**config.mk**
```make
export PLATFORM = sky130hd
export DESIGN_NAME = text_slot_cache_with_frame_aging
export DESIGN_NICKNAME = d
export VERILOG_FILES = /design/src/rtl/core/tsc_pkg.sv /design/src/rtl/core/text_slot_cache_with_frame_aging.sv /design/src/rtl/core/tsc_datapath.sv /design/src/rtl/core/tsc_ctrl.sv
export SDC_FILE = /design/constraint.sdc
export NUM_CORES = 1
export LEC_CHECK = 0
export ABC_AREA = 1
export BUFFER_PORTS_ARGS = -buffer_cell sky130_fd_sc_hd__clkbuf_2
export CORE_MARGIN = 8
export CORE_UTILIZATION = 45
export DETAILED_ROUTE_END_ITERATION = 16
export GPL_TIMING_DRIVEN = 0
export PLACE_DENSITY = 0.56
export SYNTH_ARGS = -nofsm -noshare
export SYNTH_HDL_FRONTEND = slang
export SYNTH_SLANG_ARGS = --single-unit
```
**constraint.sdc**
```tcl
create_clock -name i_clk -period 8.76 [get_ports i_clk]
set_input_delay 0.876 -clock i_clk [delete_from_list [all_inputs] [get_ports i_clk]]
set_output_delay 0.876 -clock i_clk [all_outputs]
set_load 0.05 [all_outputs]
```
**src/rtl/core/tsc_pkg.sv**
```systemverilog
// Shared types and constants of the text slot cache
`timescale 1ns / 1ps
package tsc_pkg;
    localparam int SLOTS = 32;
    localparam int IDX_W = 6;
    localparam int SIDX_W = $clog2(SLOTS);
    localparam int SCNT_W = $clog2(SLOTS + 1);

    localparam logic [2:0] K_INIT  = 3'd0;
    localparam logic [2:0] K_INS   = 3'd1;
    localparam logic [2:0] K_FIND  = 3'd2;
    localparam logic [2:0] K_DRAW  = 3'd3;
    localparam logic [2:0] K_FRAME = 3'd4;
    localparam logic [2:0] K_CLEAR = 3'd5;

    localparam logic [2:0] S_OK     = 3'd0;
    localparam logic [2:0] S_NOTFND = 3'd1;
    localparam logic [2:0] S_NOSPC  = 3'd2;
    localparam logic [2:0] S_NOTRDY = 3'd3;
    localparam logic [2:0] S_RENDER = 3'd4;
    localparam logic [2:0] S_DONE   = 3'd5;

    localparam logic [1:0] ST_EMPTY    = 2'd0;
    localparam logic [1:0] ST_INSERT   = 2'd1;
    localparam logic [1:0] ST_RENDER   = 2'd2;
    localparam logic [1:0] ST_RERENDER = 2'd3;

    localparam logic [1:0] R_TEX_W  = 2'd0;
    localparam logic [1:0] R_TEX_H  = 2'd1;
    localparam logic [1:0] R_LINE_H = 2'd2;
    localparam logic [1:0] R_OUTL   = 2'd3;

    typedef enum logic [6:0] {
        C_IDLE = 7'b0000001,
        C_DIV  = 7'b0000010,
        C_CLR  = 7'b0000100,
        C_SCAN = 7'b0001000,
        C_EMIT = 7'b0010000,
        C_FIN  = 7'b0100000,
        C_OUT  = 7'b1000000
    } t_state;

    // controller -> datapath
    typedef struct packed {
        logic       load;      // latch request, reset scan index
        logic       rewind;    // restart scan index for the free-slot pass
        logic       init_start;
        logic       div_step;
        logic       div_done;
        logic       clear_step;
        logic       scan_step; // examine slot at index, advance
        logic       set_result;
        logic [2:0] res_status;
        logic       res_has;
        logic       res_last;
        logic       res_from_scan; // scan result: insert or draw updates the slot at index
    } t_cmd;

    // datapath -> controller
    typedef struct packed {
        logic [2:0] kind;
        logic       scan_end;  // index reached the count of slots in use
        logic       hit;       // current slot matches lookup
        logic       hit_ins;   // current slot is inserted
        logic       empty_here;
        logic       div_end;
    } t_sts;

    function automatic logic [8:0] margin_of(input logic [1:0] mode);
        unique case (mode)
            2'd0: margin_of = 9'd0;
            2'd1: margin_of = 9'd1;
            2'd2: margin_of = 9'd4;
            default: margin_of = 9'd2;
        endcase
    endfunction
endpackage

```
**src/rtl/core/text_slot_cache_with_frame_aging.sv**
```systemverilog
// Top level of the text slot cache with frame aging
// One request at a time: the input is ready only while the block is idle and no
// result waits. Find and draw scan the slots in use one per cycle. Insert scans once
// for its tag and, if the tag is absent, a second time for the first empty slot.
// Init divides the texture height by the row height (13 quotient steps and one to
// saturate), then clears the slots in use one per cycle, as clear all does. Frame
// end walks every slot in use and holds on each render result until it is taken.
// Configuration writes are always accepted and take effect at the next init.
`timescale 1ns / 1ps
module text_slot_cache_with_frame_aging (
    input  logic        i_clk,
    input  logic        i_rst_n,
    input  logic        s_axis_tvalid,
    output logic        s_axis_tready,
    input  logic [31:0] s_axis_tdata,  // text_key
    input  logic [2:0]  s_axis_tuser,  // kind
    output logic        m_axis_tvalid,
    input  logic        m_axis_tready,
    output logic [31:0] m_axis_tdata,  // status[2:0], slot_index[8:3], slot_top[20:9],
                                       // slot_height[29:21], zero[31:30]
    output logic        m_axis_tlast,
    input  logic        i_cfg_valid,
    output logic        o_cfg_ready,
    input  logic [1:0]  i_cfg_index,
    input  logic [12:0] i_cfg_data
);
    tsc_pkg::t_cmd w_cmd;
    tsc_pkg::t_sts w_sts;
    logic [2:0]  w_status;
    logic [5:0]  w_idx;
    logic [11:0] w_top;
    logic [8:0]  w_h;

    assign o_cfg_ready = 1'b1;

    tsc_ctrl u_ctrl (
        .i_clk(i_clk), .i_rst_n(i_rst_n),
        .i_in_valid(s_axis_tvalid), .o_in_ready(s_axis_tready),
        .o_out_valid(m_axis_tvalid), .i_out_ready(m_axis_tready),
        .o_out_last(m_axis_tlast), .o_cmd(w_cmd), .i_sts(w_sts)
    );

    tsc_datapath u_dp (
        .i_clk(i_clk), .i_rst_n(i_rst_n), .i_cmd(w_cmd), .o_sts(w_sts),
        .i_kind(s_axis_tuser), .i_key(s_axis_tdata),
        .i_cfg_we(i_cfg_valid), .i_cfg_idx(i_cfg_index), .i_cfg_data(i_cfg_data),
        .o_status(w_status), .o_slot_index(w_idx), .o_slot_top(w_top),
        .o_slot_height(w_h)
    );

    assign m_axis_tdata = {2'b00, w_h, w_top, w_idx, w_status};
endmodule

```
**src/rtl/core/tsc_datapath.sv**
```systemverilog
// Datapath: slot store, scan index, divider and result register
`timescale 1ns / 1ps
module tsc_datapath (
    input  logic              i_clk,
    input  logic              i_rst_n,
    input  tsc_pkg::t_cmd     i_cmd,
    output tsc_pkg::t_sts     o_sts,
    input  logic [2:0]        i_kind,
    input  logic [31:0]       i_key,
    input  logic              i_cfg_we,
    input  logic [1:0]        i_cfg_idx,
    input  logic [12:0]       i_cfg_data,
    output logic [2:0]        o_status,
    output logic [5:0]        o_slot_index,
    output logic [11:0]       o_slot_top,
    output logic [8:0]        o_slot_height
);
    logic [12:0] r_tex_h;
    logic [7:0]  r_line_h;
    logic [1:0]  r_outl;
    logic [31:0] r_tag [tsc_pkg::SLOTS];
    logic [1:0]  r_st [tsc_pkg::SLOTS];
    logic [tsc_pkg::SCNT_W-1:0] r_used;
    logic [8:0]  r_rowh;
    logic [2:0]  r_kind;
    logic [31:0] r_key;
    logic [tsc_pkg::SCNT_W-1:0] r_idx;
    logic [12:0] r_rem;
    logic [12:0] r_quo;
    logic [3:0]  r_dcnt;
    logic [13:0] w_trial;
    logic [12:0] n_quo;
    logic [12:0] n_rem;
    logic [tsc_pkg::SIDX_W-1:0] w_i;
    logic [1:0]  w_cur;
    logic        w_tag_eq;
    logic [20:0] w_top;
    logic [8:0]  w_newh;

    assign w_i = r_idx[tsc_pkg::SIDX_W-1:0];
    assign w_cur = r_st[w_i];
    assign w_tag_eq = (r_tag[w_i] == r_key);
    assign w_newh = {1'b0, r_line_h} + tsc_pkg::margin_of(r_outl);

    always_comb begin
        o_sts.kind = r_kind;
        o_sts.scan_end = (r_idx >= r_used);
        o_sts.hit_ins = (w_cur == tsc_pkg::ST_INSERT);
        o_sts.empty_here = (w_cur == tsc_pkg::ST_EMPTY);
        if (r_kind == tsc_pkg::K_FIND) begin
            o_sts.hit = w_tag_eq && (w_cur == tsc_pkg::ST_RENDER ||
                                     w_cur == tsc_pkg::ST_RERENDER);
        end else begin
            o_sts.hit = w_tag_eq && (w_cur != tsc_pkg::ST_EMPTY);
        end
        o_sts.div_end = (r_dcnt == 4'd0);
    end

    // restoring divider, one quotient bit per cycle
    always_comb begin
        w_trial = {r_rem, r_quo[12]};
        n_quo = {r_quo[11:0], 1'b0};
        n_rem = w_trial[12:0];
        if (w_trial >= {5'd0, r_rowh}) begin
            n_rem = 13'(w_trial - {5'd0, r_rowh});
            n_quo[0] = 1'b1;
        end
    end

    always_ff @(posedge i_clk) begin
        if (!i_rst_n) begin
            r_tex_h <= 13'd256;
            r_line_h <= 8'd16;
            r_outl <= 2'd0;
            r_used <= '0;
            r_rowh <= '0;
            r_kind <= '0;
            r_idx <= '0;
            r_dcnt <= '0;
            for (int k = 0; k < tsc_pkg::SLOTS; k++) r_st[k] <= tsc_pkg::ST_EMPTY;
        end else begin
            if (i_cfg_we) begin
                unique case (i_cfg_idx)
                    tsc_pkg::R_TEX_W:  ;
                    tsc_pkg::R_TEX_H:  r_tex_h <= i_cfg_data;
                    tsc_pkg::R_LINE_H: r_line_h <= i_cfg_data[7:0];
                    default:           r_outl <= i_cfg_data[1:0];
                endcase
            end
            if (i_cmd.load) begin
                r_kind <= i_kind;
                r_key <= i_key;
                r_idx <= '0;
            end
            if (i_cmd.rewind) begin
                r_idx <= '0;
            end
            if (i_cmd.init_start) begin
                r_rowh <= w_newh;
                r_rem <= '0;
                r_quo <= r_tex_h;
                r_dcnt <= 4'd13;
            end
            if (i_cmd.div_step) begin
                r_rem <= n_rem;
                r_quo <= n_quo;
                r_dcnt <= 4'(r_dcnt - 4'd1);
            end
            if (i_cmd.div_done) begin
                if (r_rowh == 9'd0) r_used <= '0;
                else if (r_quo > 13'(tsc_pkg::SLOTS)) r_used <= tsc_pkg::SCNT_W'(tsc_pkg::SLOTS);
                else r_used <= r_quo[tsc_pkg::SCNT_W-1:0];
            end
            if (i_cmd.clear_step) begin
                r_st[w_i] <= tsc_pkg::ST_EMPTY;
                r_idx <= tsc_pkg::SCNT_W'(r_idx + 1'b1);
            end
            if (i_cmd.scan_step) begin
                unique case (r_kind)
                    tsc_pkg::K_FRAME: begin
                        unique case (w_cur)
                            tsc_pkg::ST_INSERT:   r_st[w_i] <= tsc_pkg::ST_RENDER;
                            tsc_pkg::ST_RERENDER: r_st[w_i] <= tsc_pkg::ST_RENDER;
                            tsc_pkg::ST_RENDER:   r_st[w_i] <= tsc_pkg::ST_EMPTY;
                            default: ;
                        endcase
                    end
                    default: ;
                endcase
                r_idx <= tsc_pkg::SCNT_W'(r_idx + 1'b1);
            end
            if (i_cmd.set_result && i_cmd.res_from_scan) begin
                if (r_kind == tsc_pkg::K_INS && !o_sts.hit) begin
                    r_tag[w_i] <= r_key;
                    r_st[w_i] <= tsc_pkg::ST_INSERT;
                end else if (r_kind == tsc_pkg::K_DRAW && !o_sts.hit_ins) begin
                    r_st[w_i] <= tsc_pkg::ST_RERENDER;
                end
            end
        end
    end

    assign w_top = {16'd0, w_i} * {12'd0, r_rowh};

    always_ff @(posedge i_clk) begin
        if (i_cmd.set_result) begin
            o_status <= i_cmd.res_status;
            o_slot_height <= r_rowh;
            if (i_cmd.res_has) begin
                o_slot_index <= 6'(w_i);
                o_slot_top <= w_top[11:0];
            end else begin
                o_slot_index <= '0;
                o_slot_top <= '0;
            end
        end
    end
endmodule

```
**src/rtl/core/tsc_ctrl.sv**
```systemverilog
// Controller state machine of the text slot cache
`timescale 1ns / 1ps
module tsc_ctrl (
    input  logic          i_clk,
    input  logic          i_rst_n,
    input  logic          i_in_valid,
    output logic          o_in_ready,
    output logic          o_out_valid,
    input  logic          i_out_ready,
    output logic          o_out_last,
    output tsc_pkg::t_cmd o_cmd,
    input  tsc_pkg::t_sts i_sts
);
    tsc_pkg::t_state r_state, n_state;
    logic r_valid, n_valid;
    logic r_last, n_last;
    logic r_after; // 1 = insert still owes its free-slot pass, 0 = none
    logic n_after;

    assign o_out_valid = r_valid;
    assign o_out_last = r_last;
    assign o_in_ready = (r_state == tsc_pkg::C_IDLE) && !r_valid;

    always_comb begin
        o_cmd = '0;
        n_state = r_state;
        n_valid = r_valid && !i_out_ready;
        n_last = r_last;
        n_after = r_after;
        unique case (r_state)
            tsc_pkg::C_IDLE: begin
                if (i_in_valid && o_in_ready) begin
                    o_cmd.load = 1'b1;
                    n_state = tsc_pkg::C_SCAN;
                end
            end
            tsc_pkg::C_SCAN: begin
                unique case (i_sts.kind)
                    tsc_pkg::K_INIT: begin
                        o_cmd.init_start = 1'b1;
                        n_state = tsc_pkg::C_DIV;
                    end
                    tsc_pkg::K_CLEAR: n_state = tsc_pkg::C_CLR;
                    tsc_pkg::K_FRAME: begin
                        if (i_sts.scan_end) begin
                            n_state = tsc_pkg::C_FIN;
                        end else if (i_sts.hit_ins) begin
                            o_cmd.set_result = 1'b1;
                            o_cmd.res_status = tsc_pkg::S_RENDER;
                            o_cmd.res_has = 1'b1;
                            o_cmd.scan_step = 1'b1;
                            n_valid = 1'b1;
                            n_last = 1'b0;
                            n_state = tsc_pkg::C_EMIT;
                        end else begin
                            o_cmd.scan_step = 1'b1;
                        end
                    end
                    tsc_pkg::K_INS, tsc_pkg::K_FIND, tsc_pkg::K_DRAW: begin
                        if (i_sts.scan_end) begin
                            if (i_sts.kind == tsc_pkg::K_INS) begin
                                o_cmd.load = 1'b0;
                                n_state = tsc_pkg::C_EMIT; // second pass for empty
                                n_after = 1'b1;
                            end else begin
                                o_cmd.set_result = 1'b1;
                                o_cmd.res_status = tsc_pkg::S_NOTFND;
                                n_valid = 1'b1;
                                n_last = 1'b1;
                                n_state = tsc_pkg::C_OUT;
                            end
                        end else if (i_sts.hit) begin
                            o_cmd.set_result = 1'b1;
                            o_cmd.res_from_scan = 1'b1;
                            o_cmd.res_has = 1'b1;
                            o_cmd.res_status = (i_sts.kind == tsc_pkg::K_DRAW &&
                                i_sts.hit_ins) ? tsc_pkg::S_NOTRDY : tsc_pkg::S_OK;
                            n_valid = 1'b1;
                            n_last = 1'b1;
                            n_state = tsc_pkg::C_OUT;
                        end else begin
                            o_cmd.scan_step = 1'b1;
                        end
                    end
                    default: n_state = tsc_pkg::C_IDLE;
                endcase
            end
            tsc_pkg::C_EMIT: begin
                // frame end: wait until render result is taken; insert: free-slot pass
                if (i_sts.kind == tsc_pkg::K_INS) begin
                    if (r_after) begin
                        o_cmd.rewind = 1'b1;
                        n_after = 1'b0;
                        n_state = tsc_pkg::C_CLR;
                    end
                end else if (!r_valid || i_out_ready) begin
                    n_state = tsc_pkg::C_SCAN;
                end
            end
            tsc_pkg::C_DIV: begin
                if (i_sts.div_end) begin
                    o_cmd.div_done = 1'b1;
                    n_state = tsc_pkg::C_CLR;
                end else begin
                    o_cmd.div_step = 1'b1;
                end
            end
            tsc_pkg::C_CLR: begin
                if (i_sts.kind == tsc_pkg::K_INS) begin
                    // free-slot search from the first slot
                    if (i_sts.scan_end) begin
                        o_cmd.set_result = 1'b1;
                        o_cmd.res_status = tsc_pkg::S_NOSPC;
                        n_valid = 1'b1;
                        n_last = 1'b1;
                        n_state = tsc_pkg::C_OUT;
                    end else if (i_sts.empty_here) begin
                        o_cmd.set_result = 1'b1;
                        o_cmd.res_from_scan = 1'b1;
                        o_cmd.res_has = 1'b1;
                        o_cmd.res_status = tsc_pkg::S_OK;
                        n_valid = 1'b1;
                        n_last = 1'b1;
                        n_state = tsc_pkg::C_OUT;
                    end else begin
                        o_cmd.scan_step = 1'b1;
                    end
                end else if (i_sts.scan_end) begin
                    n_state = tsc_pkg::C_FIN;
                end else begin
                    o_cmd.clear_step = 1'b1;
                end
            end
            tsc_pkg::C_FIN: begin
                if (!r_valid || i_out_ready) begin
                    o_cmd.set_result = 1'b1;
                    o_cmd.res_status = tsc_pkg::S_DONE;
                    n_valid = 1'b1;
                    n_last = 1'b1;
                    n_state = tsc_pkg::C_OUT;
                end
            end
            tsc_pkg::C_OUT: begin
                if (!r_valid || i_out_ready) n_state = tsc_pkg::C_IDLE;
            end
            default: n_state = tsc_pkg::C_IDLE;
        endcase
    end

    always_ff @(posedge i_clk) begin
        if (!i_rst_n) begin
            r_state <= tsc_pkg::C_IDLE;
            r_valid <= 1'b0;
            r_last <= 1'b0;
            r_after <= 1'b0;
        end else begin
            r_state <= n_state;
            r_valid <= n_valid;
            r_last <= n_last;
            r_after <= n_after;
        end
    end
endmodule

```
# [Word-level counts from Yosys, hierarchy flattened]
# Memory sizes are Yosys's and may differ from the RTL's. A register that Yosys moved wholly into a read port is not among the register bits.
# Cells that the tools add are included.
[word_totals] regBits=149 ram_bits=1088 in_bits=55 output_inout_bits=36 elab_cells=253 memories=2
[classes] addsub=4 n_mul=1 order_cmp=3 n_eq_ne=39 n_mux=141 n_bitwise=6 n_reduce_logical=37
[mem_list] memory="u_dp.r_tag" words=32 width=32 rd=1 rd_ports_with_merged_regs=1 write_ports=1 line="tsc_datapath.sv:21" text="logic [31:0] r_tag [tsc_pkg::SLOTS];"
[mem_list] memory="u_dp.r_st" words=32 width=2 rd=1 rd_ports_with_merged_regs=1 write_ports=32 line="tsc_datapath.sv:22" text="logic [1:0] r_st [tsc_pkg::SLOTS];"
[ops] op="$mux 7" count=16
[ops] op="$mux 1" count=77
[ops] op="$mux 13" count=5
[ops] op="$pmux 7 s7" count=1
[ops] op="$mux 6" count=8
[ops] op="$mux 5" count=8
[ops] op="$eq 32x32->1" count=1
[ops] op="$pmux 7 s4" count=1
[ops] op="$mux 4" count=6
[ops] op="$mux 2" count=8
[ops] op="$ge 14x9->1" count=1
[ops] op="$ne 2x1->1 const B" count=7
[ops] op="$gt 13x6->1 const B" count=1
[ops] op="$sub 13x9->13" count=1
[ops] op="$mul 5x9->12" count=1
[ops] op="$pmux 1 s2" count=6
[ops] op="$pmux 4 s3" count=1
[ops] op="$pmux 6 s2" count=1
[ops] op="$reduce_and 10->1" count=1
[ops] op="$reduce_and 2->1" count=5
[ops] op="$add 8x3->9" count=1
[ops] op="$logic_and 1x1->1" count=9
[ops] op="$logic_not 9->1" count=1
[ops] op="$ne 3x1->1 const B" count=3
[ops] op="other kinds (36)" count=61

# [Depth between registers and ports, before layout]
[depth] depth_word=18 mapped_depth=27 ltp_nobuf=24

# [By module]
# From an unflattened synthesis, not the netlist that was laid out.
[unflattened] hier_cells=4997 area_unflattened_um2=53633.9
[by_module_without_submodules] module="tsc_datapath" n_inst=1 cells_per_inst=4810 area_each_um2=52524.1
[by_module_without_submodules] module="tsc_ctrl" n_inst=1 cells_per_inst=182 area_each_um2=1079.8
[by_module_without_submodules] module="text_slot_cache_with_frame_aging" n_inst=1 cells_per_inst=5 area_each_um2=30.0

# [Worst setup path before layout]
# No wires, ideal clock.
[synth_path] path_kind="register to register" start="register with a tool-made name" end="memory u_dp.r_tag[10][0] (enable)" setup_ns=0.461 t_arrival_ns=4.589 required_ns=8.299 slack_ns=3.710 stages_incl_launch_ff=25 synth_period_minus_slack_ns=5.050 cell_sequence="dfxtp_1 > buf_4 > inv_2 > buf_6 > buf_6 > buf_2 > nand2_1 > nand3_1 > nand3_1 > nand2_1 > nand2_1 > nand3_1 > nand2_1 > nand2_1 > o21ai_1 > nor2_1 > nand2_1 > nor2_1 > nand3_1 > nor2_2 > nand3_1 > nand2_2 > nand2_1 > clkbuf_1 > nor3_1"
[synth_rtl] item="end: declaration" line="tsc_datapath.sv:21"

==> qor.yml <==
comb_power_share_pct: 3.8
cts_setup_buffers: 0
synthMostInstantiatedCell: "nand2_1"
grt_pass1_vias: 38100
crit_path_cell_trace: "clkbuf_1 -> clkinv_1 -> clkbuf_1 -> nand3_1 -> nand2_1 -> nand2_1 -> nand2_1 -> nor2_1 -> nand2_1 -> nor2_1 -> nand3_1 -> nor2_2 -> nand3_1 -> nand2_2 -> nand2_1 -> clkbuf_1 -> nor3_2 -> buf_8 -> buf_6 -> buf_4 -> buf_6"
num_rows: 126
drv_cap: 1
cts_hold_buf: 0
clockBufferDepth: 3
post-route-period-util_pct: 82.9
cts_resized: 0
fin_skew_ps: 32.1
critPathKind: "reg2reg"
clkTransAtPathRegs_ps: 60
root_buffer: "clkbuf_16"
yosysTopAreaCell: "edfxtp_1"
numCtsBuffers: 137
min_period_ps: 7260
cts.sinks: 1241
slowest_stage: "nor3_2"
multiInputGateArea_um2: 14800
io_buffers: 85
slew_viol_final: 35
preCtsSetupSlack_ps: 1810
tightest_slew_ps: 1520
critPathTopFamily: "buffers and inverters"
die_h_um: 361
htree_levels: 4
wl_um: 191000
cts_tree: "yes"
grt_pass1_wl_um: 272000
grt_util_all_layers_pct: 28.6
hold_path_class: "in2reg"
drtIter0Drc: 5717
holdWs_ps: 292
synth_flop_cell: "edfxtp_1"
max_slew_margin_pct: -1.04
regArea_um2: 36600
dr.pass1.iters: 8
p_leak_nw: 23.6
die_w_um: 361
async_reset_ff_share_pct: 0
syn_area_per_cell_um2: 10.8
ys_ff_latch: 1241
grt_max_degree: 37
cellInternalPower_w: 0.0102
dp.cells: 6757
synth_cell_types: 43
area_growth_pct: 16.8
setup_violations: 0
crit_fanout: 10
setup_slack_ps: 1500
placed_area_um2: 57900
hpwl_um: 135000
fmax_mhz: 138
yosysTopAreaCellShare_pct: 66.1
die-area_um2: 130000
vias: 40300
ioPinCount: 91
power_density_nw_per_um2: 212
worst_path_most_repeated_cell: "nand2_1"
netlist_area_um2: 53400
cp.arrival_ps: 7700
clock_latency_ps: 760
crit_buf_inv: 8
status: "finished with violations"
wl_per_cell_um: 27.3
end_kind: "register"
fillers: 10300
overflow: 0
seqPwrFrac_pct: 52.9
yosys_warnings: 0
seq_area_frac_synth_pct: 68.5
cp.required_ps: 9200
drt-vias-per-instance: 5.75
drcViolationCount: 0
ir_drop_mv: 0.177
drive_gt1_share_pct: 11.7
diodes: 0
swShare_pct: 22.8
ys_top_cells_by_area: "edfxtp_1 (66%), nand2_1 (11%), nand3_1 (7.9%)"
initial_core_util_pct: 45.3
final_area_um2: 62400
violations: "capacitance limit, slew limit"
cpPeakStageDelay_ps: 920
gp_congestion: 0.918
synthCells: 4960
clkPwrFrac_pct: 43.3
synth_edf_count: 1175
hold_viol: 0
postRouteAntennaNets: 0
yosys-top-cells-count: "nand2_1 (1562), edfxtp_1 (1175), nand3_1 (839), nor2_1 (343), inv_1 (200)"
p_sw_w: 0.00301
nets: 5479
coreArea_um2: 118000
start_kind: "register"
rsz0062_at_grt: "false"
finalNonFillerCells: 6999
antenna_found_initial: 0
-- routing by layer --
metal | vias to the layer above | part of all wire, % | routed length [µm] | GRT usage, %
met4 | 0 | 4.7 | 8930 | 11.6
met1 | 19600 | 40 | 75700 | 38.9
met5 | - | 0 | 0 | 0
met2 | 2301 | 46 | 87800 | 46.1
li1 | 17900 | - | - | -
met3 | 434 | 9.8 | 18700 | 4.66
-- cell type report --
cell class              count  area share (%)
well taps                1536            3.08
multi-input cells        3213            23.8
repair buffers            261            3.99
flip-flops and latches   1241            58.7
plain buffers             297            2.20
clock buffers             162            5.90
inverters                 211            1.27
clock inverters            78            1.10
-- layout by cell type, fill, tap and decap left out, drive strengths merged, types with 40 or more instances in the layout --
master,synthesis,routed
edfxtp,1175,1175
buf,177,353
clkinv,7,68
nand3,841,841
nor3,73,73
inv,204,209
clkbuf,120,367
nor2,344,344
ha,40,40
nand2,1563,1563
o21ai,146,146
a21oi,67,67
dfxtp,66,66
-- power by group through the flow --
stage / logic, W / clock network, W / registers, W
floorplan: 0.000272 / 0 / 0.00704
global placement: 0.000472 / 0 / 0.00711
detailed placement: 0.000483 / 0 / 0.00711
CTS: 0.000485 / 0.00574 / 0.00699
global route: 0.000554 / 0.00594 / 0.00700
finish: 0.000504 / 0.00571 / 0.00698
-- registers in the layout (all words and copies together), names as in the netlist, 2 cells and up, named ones only --
signal / count
u_dp.r_line_h: 8
u_dp.r_outl: 2
u_dp.r_kind: 3
u_dp.o_status: 3
u_dp.r_key: 32
u_dp.r_quo: 13
u_dp.o_slot_height: 9
u_dp.r_st: 64
u_dp.o_slot_index: 5
u_dp.r_tex_h: 13
u_dp.r_used: 6
u_dp.r_rem: 13
u_dp.r_dcnt: 4
u_dp.r_tag: 1024
u_dp.o_slot_top: 12
u_ctrl.r_state: 7
u_dp.r_rowh: 9
u_dp.r_idx: 6
-- metrics by stage --
step | total power (W) | util (%) | setup TNS, ps
after global placement | 0.00758 | 47.3 | -3335730
final | 0.0132 | 52.9 | 0
after detailed placement | 0.00759 | 49.1 | 0
after global routing | 0.0135 | 52.9 | 0
after floorplan | 0.00731 | - | 0
after CTS | 0.0132 | 52.8 | 0
-- cell families after synthesis --
logic type | synth area share, %
compound gates | 2.64
flops | 68.5
other cells | 0.0141
xor+xnor | 0.492
buf+inv | 4.05
fa+ha+maj | 1.76
simple gates | 22.5
-- worst paths after layout --
path	depth (start not counted)	slack, ps	endpoint	from
worst min register to register	0	430	u_dp.o_slot_height[7]	u_dp.r_rowh[7]
worst max register to register	21	1500	u_dp.r_tag[25][7]	register
worst max-delay path	21	1500	u_dp.r_tag[25][7]	register
worst min-delay path	1	290	u_dp.r_key[15]	s_axis_tdata[15]
-- worst reg2reg max path, delay by kind of cell, from the launching register on --
family	cells	cell delay, ps
buffers and inverters	8	3620
flip-flops	1	310
AND/OR/NAND/NOR	13	3010
(Power assumes the default switching activity.)
